--- src/rtl/emt_pkg.sv ---
// Package for the multiturn encoder tracker: widths, fixed-point constants,
// state encoding and the output saturation helper.
// No dependencies.
package emt_pkg;

	localparam int COUNT_W = 16;
	localparam int TURN_W  = 24;
	localparam int DT_W    = 24;
	localparam int OUT_W   = 48;
	localparam int MUL_A_W = 25;
	localparam int MUL_B_W = 21;
	localparam int PROD_W  = MUL_A_W + MUL_B_W;
	localparam int ACC_W   = 68;
	localparam int ITER_W  = 6;

	localparam logic [COUNT_W-1:0] CPR_RESET = 16'd4096;

	// 2*pi in Q32, split into two operands for the shared multiplier
	localparam logic [34:0] TWO_PI_Q32    = 35'd26986075409;
	localparam logic [19:0] TWO_PI_Q32_LO = TWO_PI_Q32[19:0];
	localparam logic [14:0] TWO_PI_Q32_HI = TWO_PI_Q32[34:20];
	// 2*pi in Q16, rounded half up
	localparam logic [34:0] TWO_PI_SUM    = TWO_PI_Q32 + 35'd32768;
	localparam logic [18:0] TWO_PI_FRAC   = TWO_PI_SUM[34:16];
	localparam logic [19:0] US_PER_S      = 20'd1000000;

	localparam logic [ITER_W-1:0] ANG_STEPS = 6'd36;
	localparam logic [ITER_W-1:0] VEL_STEPS = 6'd48;

	localparam logic signed [TURN_W-1:0] TURN_MAX = {1'b0, {(TURN_W-1){1'b1}}};
	localparam logic signed [TURN_W-1:0] TURN_MIN = {1'b1, {(TURN_W-1){1'b0}}};
	localparam logic signed [OUT_W-1:0]  OUT_MAX  = {1'b0, {(OUT_W-1){1'b1}}};
	localparam logic signed [OUT_W-1:0]  OUT_MIN  = {1'b1, {(OUT_W-1){1'b0}}};

	localparam logic KIND_UPDATE   = 1'b0;
	localparam logic KIND_RESET    = 1'b1;
	localparam logic STATUS_OK     = 1'b0;
	localparam logic STATUS_REJECT = 1'b1;

	typedef enum logic [4:0] {
		ST_IDLE,
		ST_MUL_LO,
		ST_MUL_HI,
		ST_MUL_ACC,
		ST_ANG_LOAD,
		ST_DIV_ANG,
		ST_TURN_MUL,
		ST_POS,
		ST_DIFF,
		ST_MAG,
		ST_V_LO,
		ST_V_HI,
		ST_V_ACC,
		ST_V_LOAD,
		ST_DIV_VEL,
		ST_VEL,
		ST_DONE
	} state_t;

	function automatic logic signed [OUT_W-1:0] sat_out(input logic signed [OUT_W:0] v);
		logic signed [OUT_W-1:0] r;
		if (v[OUT_W] != v[OUT_W-1]) begin
			r = v[OUT_W] ? OUT_MIN : OUT_MAX;
		end else begin
			r = v[OUT_W-1:0];
		end
		return r;
	endfunction

endpackage

--- src/rtl/encoder_multiturn_tracker.sv ---
// Multiturn encoder tracker top level: turn unwrapping, Q16 radian position
// and rounded velocity, built on one shared multiplier and one radix-2 divider.
// Depends on emt_pkg.

// An update item passes through the multiply, divide and position states
// (the velocity division is skipped when the speed saturates) and waits in
// ST_DONE until the output register is free, then is registered there; the next
// item is taken once the result is in the output register. The divider
// retires one quotient bit per cycle: 36 steps turn the count into a
// fraction of a turn and 48 steps divide the scaled position change by the
// sample interval; a 25x21 multiplier is used five times around those steps.
// Reset items and rejected updates (zero counts per turn or zero interval)
// go straight to ST_DONE. The counts-per-turn register is written through
// cfg_wr_en and cfg_wr_data and must only change while no item is in flight.
module encoder_multiturn_tracker
	import emt_pkg::*;
(
	input  logic                      clk,
	input  logic                      arst_n,
	input  logic                      cfg_wr_en,
	input  logic [COUNT_W-1:0]        cfg_wr_data,
	input  logic                      in_valid,
	output logic                      in_ready,
	input  logic                      kind,
	input  logic [COUNT_W-1:0]        enc_count,
	input  logic [DT_W-1:0]           time_step_us,
	output logic                      out_valid,
	input  logic                      out_ready,
	output logic signed [OUT_W-1:0]   position,
	output logic signed [OUT_W-1:0]   velocity,
	output logic                      status
);

	state_t state_q, state_d;

	logic [COUNT_W-1:0]        cpr_q;
	logic [COUNT_W-1:0]        last_count_q;
	logic signed [TURN_W-1:0]  turn_q;
	logic signed [OUT_W-1:0]   last_pos_q;

	logic [COUNT_W-1:0]        count_q;
	logic [DT_W-1:0]           dt_q;
	logic signed [PROD_W-1:0]  prod_q;
	logic [ACC_W-1:0]          acc_q;
	logic [DT_W-1:0]           rem_q;
	logic [OUT_W-1:0]          dvd_q;
	logic [DT_W-1:0]           divisor_q;
	logic [ITER_W-1:0]         iter_q;
	logic signed [OUT_W-1:0]   pos_q;
	logic signed [OUT_W:0]     diff_q;
	logic                      neg_q;
	logic [OUT_W-1:0]          mag_q;
	logic                      vsat_q;
	logic signed [OUT_W-1:0]   res_pos_q;
	logic signed [OUT_W-1:0]   res_vel_q;
	logic                      res_status_q;
	logic                      out_valid_q;

	logic in_xfer, out_load, upd_ok;

	assign in_xfer  = in_valid && in_ready;
	assign upd_ok   = (cpr_q != '0) && (time_step_us != '0);
	assign out_load = (state_q == ST_DONE) && (!out_valid_q || out_ready);

	// Sequencer
	always_ff @(posedge clk or negedge arst_n) begin
		if (!arst_n) begin
			state_q <= ST_IDLE;
		end else begin
			state_q <= state_d;
		end
	end

	always_comb begin
		state_d  = state_q;
		in_ready = 1'b0;
		unique case (state_q)
			ST_IDLE: begin
				in_ready = 1'b1;
				if (in_valid) begin
					if (kind == KIND_RESET || !upd_ok) begin
						state_d = ST_DONE;
					end else begin
						state_d = ST_MUL_LO;
					end
				end
			end
			ST_MUL_LO:   state_d = ST_MUL_HI;
			ST_MUL_HI:   state_d = ST_MUL_ACC;
			ST_MUL_ACC:  state_d = ST_ANG_LOAD;
			ST_ANG_LOAD: state_d = ST_DIV_ANG;
			ST_DIV_ANG: begin
				if (iter_q == ITER_W'(1)) state_d = ST_TURN_MUL;
			end
			ST_TURN_MUL: state_d = ST_POS;
			ST_POS:      state_d = ST_DIFF;
			ST_DIFF:     state_d = ST_MAG;
			ST_MAG:      state_d = ST_V_LO;
			ST_V_LO:     state_d = ST_V_HI;
			ST_V_HI:     state_d = ST_V_ACC;
			ST_V_ACC:    state_d = ST_V_LOAD;
			ST_V_LOAD: begin
				if ({4'b0, acc_q[ACC_W-1:OUT_W]} >= dt_q) begin
					state_d = ST_VEL;
				end else begin
					state_d = ST_DIV_VEL;
				end
			end
			ST_DIV_VEL: begin
				if (iter_q == ITER_W'(1)) state_d = ST_VEL;
			end
			ST_VEL:      state_d = ST_DONE;
			ST_DONE: begin
				if (out_load) state_d = ST_IDLE;
			end
			default:     state_d = ST_IDLE;
		endcase
	end

	// Shared multiplier operands
	logic signed [MUL_A_W-1:0] mul_a;
	logic signed [MUL_B_W-1:0] mul_b;
	logic signed [PROD_W-1:0]  mul_p;

	always_comb begin
		mul_a = '0;
		mul_b = '0;
		unique case (state_q)
			ST_MUL_LO: begin
				mul_a = $signed({9'b0, count_q});
				mul_b = $signed({1'b0, TWO_PI_Q32_LO});
			end
			ST_MUL_HI: begin
				mul_a = $signed({9'b0, count_q});
				mul_b = $signed({6'b0, TWO_PI_Q32_HI});
			end
			ST_TURN_MUL: begin
				mul_a = {turn_q[TURN_W-1], turn_q};
				mul_b = $signed({2'b0, TWO_PI_FRAC});
			end
			ST_V_LO: begin
				mul_a = $signed({1'b0, mag_q[23:0]});
				mul_b = $signed({1'b0, US_PER_S});
			end
			ST_V_HI: begin
				mul_a = $signed({1'b0, mag_q[47:24]});
				mul_b = $signed({1'b0, US_PER_S});
			end
			default: begin
				mul_a = '0;
				mul_b = '0;
			end
		endcase
	end

	assign mul_p = mul_a * mul_b;

	// Divider step: shift in one dividend bit, subtract when it fits
	logic [DT_W:0]   trial, trial_sub;
	logic            fits;
	logic [DT_W-1:0] rem_next;

	assign trial     = {rem_q, dvd_q[OUT_W-1]};
	assign trial_sub = trial - {1'b0, divisor_q};
	assign fits      = trial >= {1'b0, divisor_q};
	assign rem_next  = fits ? trial_sub[DT_W-1:0] : trial[DT_W-1:0];

	// Turn unwrapping compare
	logic signed [COUNT_W+1:0] delta, half;

	assign delta = $signed({2'b0, enc_count}) - $signed({2'b0, last_count_q});
	assign half  = $signed({3'b0, cpr_q[COUNT_W-1:1]});

	// Position, difference and velocity terms
	logic signed [OUT_W:0]   pos_sum;
	logic [OUT_W:0]          diff_neg;
	logic [OUT_W-1:0]        quot_neg;
	logic signed [OUT_W-1:0] vel_val;

	assign pos_sum  = {{3{prod_q[PROD_W-1]}}, prod_q} + $signed({13'b0, dvd_q[35:0]});
	assign diff_neg = -diff_q;
	assign quot_neg = -dvd_q;

	always_comb begin
		if (vsat_q) begin
			vel_val = neg_q ? OUT_MIN : OUT_MAX;
		end else if (neg_q) begin
			vel_val = dvd_q[OUT_W-1] ? OUT_MIN : $signed(quot_neg);
		end else begin
			vel_val = dvd_q[OUT_W-1] ? OUT_MAX : $signed(dvd_q);
		end
	end

	// Architectural state and output handshake
	always_ff @(posedge clk or negedge arst_n) begin
		if (!arst_n) begin
			cpr_q        <= CPR_RESET;
			last_count_q <= '0;
			turn_q       <= '0;
			last_pos_q   <= '0;
			out_valid_q  <= 1'b0;
		end else begin
			if (cfg_wr_en) cpr_q <= cfg_wr_data;
			if (in_xfer) begin
				if (kind == KIND_RESET) begin
					last_count_q <= enc_count;
					turn_q       <= '0;
					last_pos_q   <= '0;
				end else if (upd_ok) begin
					last_count_q <= enc_count;
					if (delta > half) begin
						if (turn_q != TURN_MIN) turn_q <= turn_q - TURN_W'(1);
					end else if (delta < -half) begin
						if (turn_q != TURN_MAX) turn_q <= turn_q + TURN_W'(1);
					end
				end
			end
			if (state_q == ST_VEL) last_pos_q <= pos_q;
			if (out_load) begin
				out_valid_q <= 1'b1;
			end else if (out_ready) begin
				out_valid_q <= 1'b0;
			end
		end
	end

	// Datapath registers
	always_ff @(posedge clk) begin
		prod_q <= mul_p;
		if (in_xfer) begin
			count_q      <= enc_count;
			dt_q         <= time_step_us;
			res_pos_q    <= '0;
			res_vel_q    <= '0;
			res_status_q <= (kind == KIND_RESET || upd_ok) ? STATUS_OK : STATUS_REJECT;
			vsat_q       <= 1'b0;
		end
		unique case (state_q)
			ST_MUL_HI: begin
				acc_q <= {23'b0, prod_q[44:0]} + {37'b0, cpr_q, 15'b0};
			end
			ST_MUL_ACC: begin
				acc_q <= acc_q + {3'b0, prod_q[44:0], 20'b0};
			end
			ST_ANG_LOAD: begin
				rem_q     <= '0;
				dvd_q     <= {acc_q[51:16], 12'b0};
				divisor_q <= {8'b0, cpr_q};
				iter_q    <= ANG_STEPS;
			end
			ST_DIV_ANG, ST_DIV_VEL: begin
				rem_q  <= rem_next;
				dvd_q  <= {dvd_q[OUT_W-2:0], fits};
				iter_q <= iter_q - ITER_W'(1);
			end
			ST_POS: begin
				pos_q <= sat_out(pos_sum);
			end
			ST_DIFF: begin
				diff_q <= {pos_q[OUT_W-1], pos_q} - {last_pos_q[OUT_W-1], last_pos_q};
			end
			ST_MAG: begin
				neg_q <= diff_q[OUT_W];
				mag_q <= diff_q[OUT_W] ? diff_neg[OUT_W-1:0] : diff_q[OUT_W-1:0];
			end
			ST_V_HI: begin
				// add half the interval for round-half-away on the magnitude
				acc_q <= {23'b0, prod_q[44:0]} + {45'b0, dt_q[DT_W-1:1]};
			end
			ST_V_ACC: begin
				acc_q <= acc_q + {prod_q[43:0], 24'b0};
			end
			ST_V_LOAD: begin
				// quotient would not fit in 48 bits: saturate without dividing
				vsat_q    <= {4'b0, acc_q[ACC_W-1:OUT_W]} >= dt_q;
				rem_q     <= {4'b0, acc_q[ACC_W-1:OUT_W]};
				dvd_q     <= acc_q[OUT_W-1:0];
				divisor_q <= dt_q;
				iter_q    <= VEL_STEPS;
			end
			ST_VEL: begin
				res_pos_q    <= pos_q;
				res_vel_q    <= vel_val;
				res_status_q <= STATUS_OK;
			end
			default: begin
			end
		endcase
		if (out_load) begin
			position <= res_pos_q;
			velocity <= res_vel_q;
			status   <= res_status_q;
		end
	end

	assign out_valid = out_valid_q;

	// Turn counter moves only when an item is transferred
	a_turn_on_xfer: assert property (@(posedge clk) disable iff (!arst_n)
		(turn_q != $past(turn_q)) |-> $past(in_xfer))
		else $error("turn counter changed without an input transfer");

	// Divider remainder stays below its divisor while stepping
	a_rem_below_div: assert property (@(posedge clk) disable iff (!arst_n)
		(state_q == ST_DIV_ANG || state_q == ST_DIV_VEL) |-> (rem_q < divisor_q))
		else $error("divider remainder not below divisor");

	// Rejected updates report zero position and velocity
	a_reject_zero: assert property (@(posedge clk) disable iff (!arst_n)
		(out_valid && status == STATUS_REJECT) |-> (position == '0 && velocity == '0))
		else $error("rejected result carries nonzero data");

	// Stored position follows only a finished update or a reset item
	a_last_pos_src: assert property (@(posedge clk) disable iff (!arst_n)
		(last_pos_q != $past(last_pos_q)) |-> $past(state_q == ST_VEL || in_xfer))
		else $error("last position changed outside an update");

endmodule

--- config.mk ---
export PLATFORM = sky130hd
export DESIGN_NAME = encoder_multiturn_tracker
export DESIGN_NICKNAME = d
export VERILOG_FILES = /design/src/rtl/emt_pkg.sv /design/src/rtl/encoder_multiturn_tracker.sv
export SDC_FILE = /design/constraint.sdc
export NUM_CORES = 2
export LEC_CHECK = 0
export ABC_CLOCK_PERIOD_IN_PS = 9600
export BUFFER_PORTS_ARGS = -buffer_cell sky130_fd_sc_hd__buf_2
export CORE_MARGIN = 4
export CORE_UTILIZATION = 30
export DETAILED_ROUTE_END_ITERATION = 10
export PLACE_DENSITY = 0.5
export SYNTH_ARGS = -nofsm -noshare
export SYNTH_HDL_FRONTEND = slang
export SYNTH_SLANG_ARGS = --single-unit
export TNS_END_PERCENT = 30
--- constraint.sdc ---
create_clock -name clk -period 9.6 [get_ports clk]
set_input_delay 0.96 -clock clk [delete_from_list [all_inputs] [get_ports clk]]
set_output_delay 0.96 -clock clk [all_outputs]
set_load 0.005 [all_outputs]
==> results.cfg <==
[synthesis]
synthCells = 5962
synth_common_cells = inv_1 (871), edfxtp_1 (547), nand2_1 (507), fa_1 (506), ha_1 (460)
yosysSeqAreaShare = 0.338
synthArstFlopShare = 0.155
synth_edf_count = 547
syn_area_sq_um = 59500
netlist_top_cells_area = edfxtp_1 (28%), fa_1 (17%), ha_1 (9.7%)
synth.most_common_cell = inv_1
synth_largest_area_cell = edfxtp_1
synth_ff_type = edfxtp_1
synth_warnings = 0
netlist.area_leader.share = 0.276
avgSynthCellArea_sq_um = 9.98
yosysUniqueCellTypes = 85
synth-seq-cells = 703

[global_route]
grt_max_degree = 108
grt_usage = 0.193
antenna_found_initial = 33
grt_pass1_vias = 45800
overflow = 0
grt_pass1_wl_mm = 299

[critical_path]
worstPathArrival_ps = 9820
cp_slowest_cell = or4b_2
slowest_delay_ps = 660
setup.worst_path.end_class = flip-flop
cp-start-kind = flip-flop
cp_max_fo = 26
path_common_cell = fa_1
cp.required_ps = 10210
critPathKind = flip-flop to flip-flop

[layout]
nNetsFinal = 7259
drive_gt1_frac = 0.0838
areaGrowthSynthToFinish_pct = 13.3
design_area_sq_um = 67400

[sta]
finalMaxSlewViolations = 0
slew_headroom = 0.207
hold_viol = 0
fmax_ghz = 0.109
timing.final.crit_share = 0.959
fin_setup_tns_ps = 0
worst_hold_slack_ps = 231
setup_violations = 0
rsz0062_at_grt = no
min_period_ps = 9210
worst_slew_pin_slew_ps = 1180
finClkSkew_ps = 63.8

[drt]
vias = 45400
drtIter0Drc = 3505
ant_nets = 0
routed_wl_mm = 202
firstDrtPassIters = 5
drc = 0
viasPerCell = 5.07
wl_per_cell_um = 22.5

[place]
gp_congestion = 0.953
dp_hpwl_mm = 162
io_buffers = 160
place_area_sq_um = 64300

[die]
die-area_sq_um = 206000
rows = 163
ios = 161
die_y_um = 453
die_w_um = 453
initial_core_util = 0.302
core_sq_um = 197000

[cts]
clkLatencyLatePin_ps = 720
numCtsBuffers = 87
clkSlewWorstSetupHoldPaths_ps = 60
clock-sinks = 703
cts_max_level = 3
tritoncts = built
post_cts_buffers = 0
cts_root_buf = clkbuf_16
clock_path_buffers = 3

[min_path]
worstHoldPathType = input port to async pin

[job]
maxCapViolCount = 0

[outcome]
outcome = completed
## worst max-delay path, delay by kind of cell (launching register included)
| family | cells | cell delay, ps |
|---|---|---|
| xor+xnor | 1 | 130 |
| fa+ha+maj | 8 | 4000 |
| flops | 1 | 600 |
| compound gates | 8 | 2310 |
| buf+inv | 6 | 490 |
| simple gates | 6 | 1580 |
## kinds of logic after synthesis
family,Yosys count,share of synthesized area
and+or+nand+nor,1455,0.115
AOI/OAI and AO/OA,1382,0.152
buffers and inverters,1028,0.0649
adders and majority gates,966,0.267
DFF,703,0.338
xor gates and xnor gates,391,0.0575
muxes,35,0.00629
other,2,0.000126
## metrics by stage
stage / utilization / instances / setup WS, ps
after floorplan: - / 6028 / 616
after global placement: 0.326 / 8782 / 116
after detailed placement: 0.326 / 8782 / 69.3
after CTS: 0.341 / 8944 / 159
after global routing: 0.342 / 8944 / 18.2
final: 0.342 / 8954 / 392
## registers in the layout, summed over array words and instances, names as in the netlist, 47 cells and up
register and flops:
acc_q 68, diff_q 49, dvd_q 48, last_pos_q 47
mag_q 48, pos_q 47, position 47, res_pos_q 47
res_vel_q 48, velocity 48
## routing by layer
layer / share of wire / vias up / track usage
li1: - / 21100 / -
met1: 0.45 / 22600 / 0.264
met2: 0.46 / 1358 / 0.313
met3: 0.059 / 298 / 0.0294
met4: 0.034 / 12 / 0.0648
met5: 0.00040 / - / 0
## cell usage in the layout (no fill, tap or decap), drive strengths merged, types with 24 or more instances in the layout
cell type  Yosys  routed
ha           460     460
nand2b        52      52
o21a          53      53
xnor2        265     265
dfrtp        108     108
fa           506     506
xor2         126     126
o21bai        46      46
clkinv         0      24
dfxtp         47      47
a31oi         29      29
and2          86      86
a22oi         60      60
a21oi        315     315
o21ai        305     305
a21o         210     210
nor2b         46      46
nor4          34      34
nand2        508     508
o41ai         27      27
and3          24      24
a22o          24      24
nand3         94      94
conb           2      68
nand4         45      45
or3           41      41
o22ai         30      30
a211oi        45      45
edfxtp       547     547
or2           29      29
buf           23     271
clkbuf       134     112
o31ai         64      64
nor2         364     364
nor3          83      83
inv          871     880
## path summary, 6_finish.rpt
| path | cells after the start | end | from | slack, ps |
|---|---|---|---|---|
| setup / recovery | 29 | prod_q[44] | state_q[4] | 390 |
| max in group asynchronous | 2 | last_count_q[11] | arst_n | 7980 |
| setup reg to reg | 29 | prod_q[44] | state_q[4] | 390 |
| hold / removal | 1 | last_pos_q[41] | arst_n | 230 |
| min in group clk | 0 | velocity[22] | res_vel_q[22] | 410 |
| hold reg to reg | 0 | velocity[22] | res_vel_q[22] | 410 |
## layout make-up
class                      instances  area (sq um)
fill                           20100        130000
multi-input combinational       4297         36000
sequential                       703         20100
tap                             2640          3300
inverter                         871          3270
clock buffer                     112          2340
timing repair buffer             271          1680
clock inverter                    50           687
antenna                           10          25.0
## repair_timing
action                                  4_1_cts  5_1_grt
hold buffers                                  0        0
endpoints found under the setup margin        1       10
resized for setup                             1       19
pin swaps                                     0        0
Power is not shown: default switching activity piles up to over one toggle a cycle in this logic, so the estimate is an artifact.
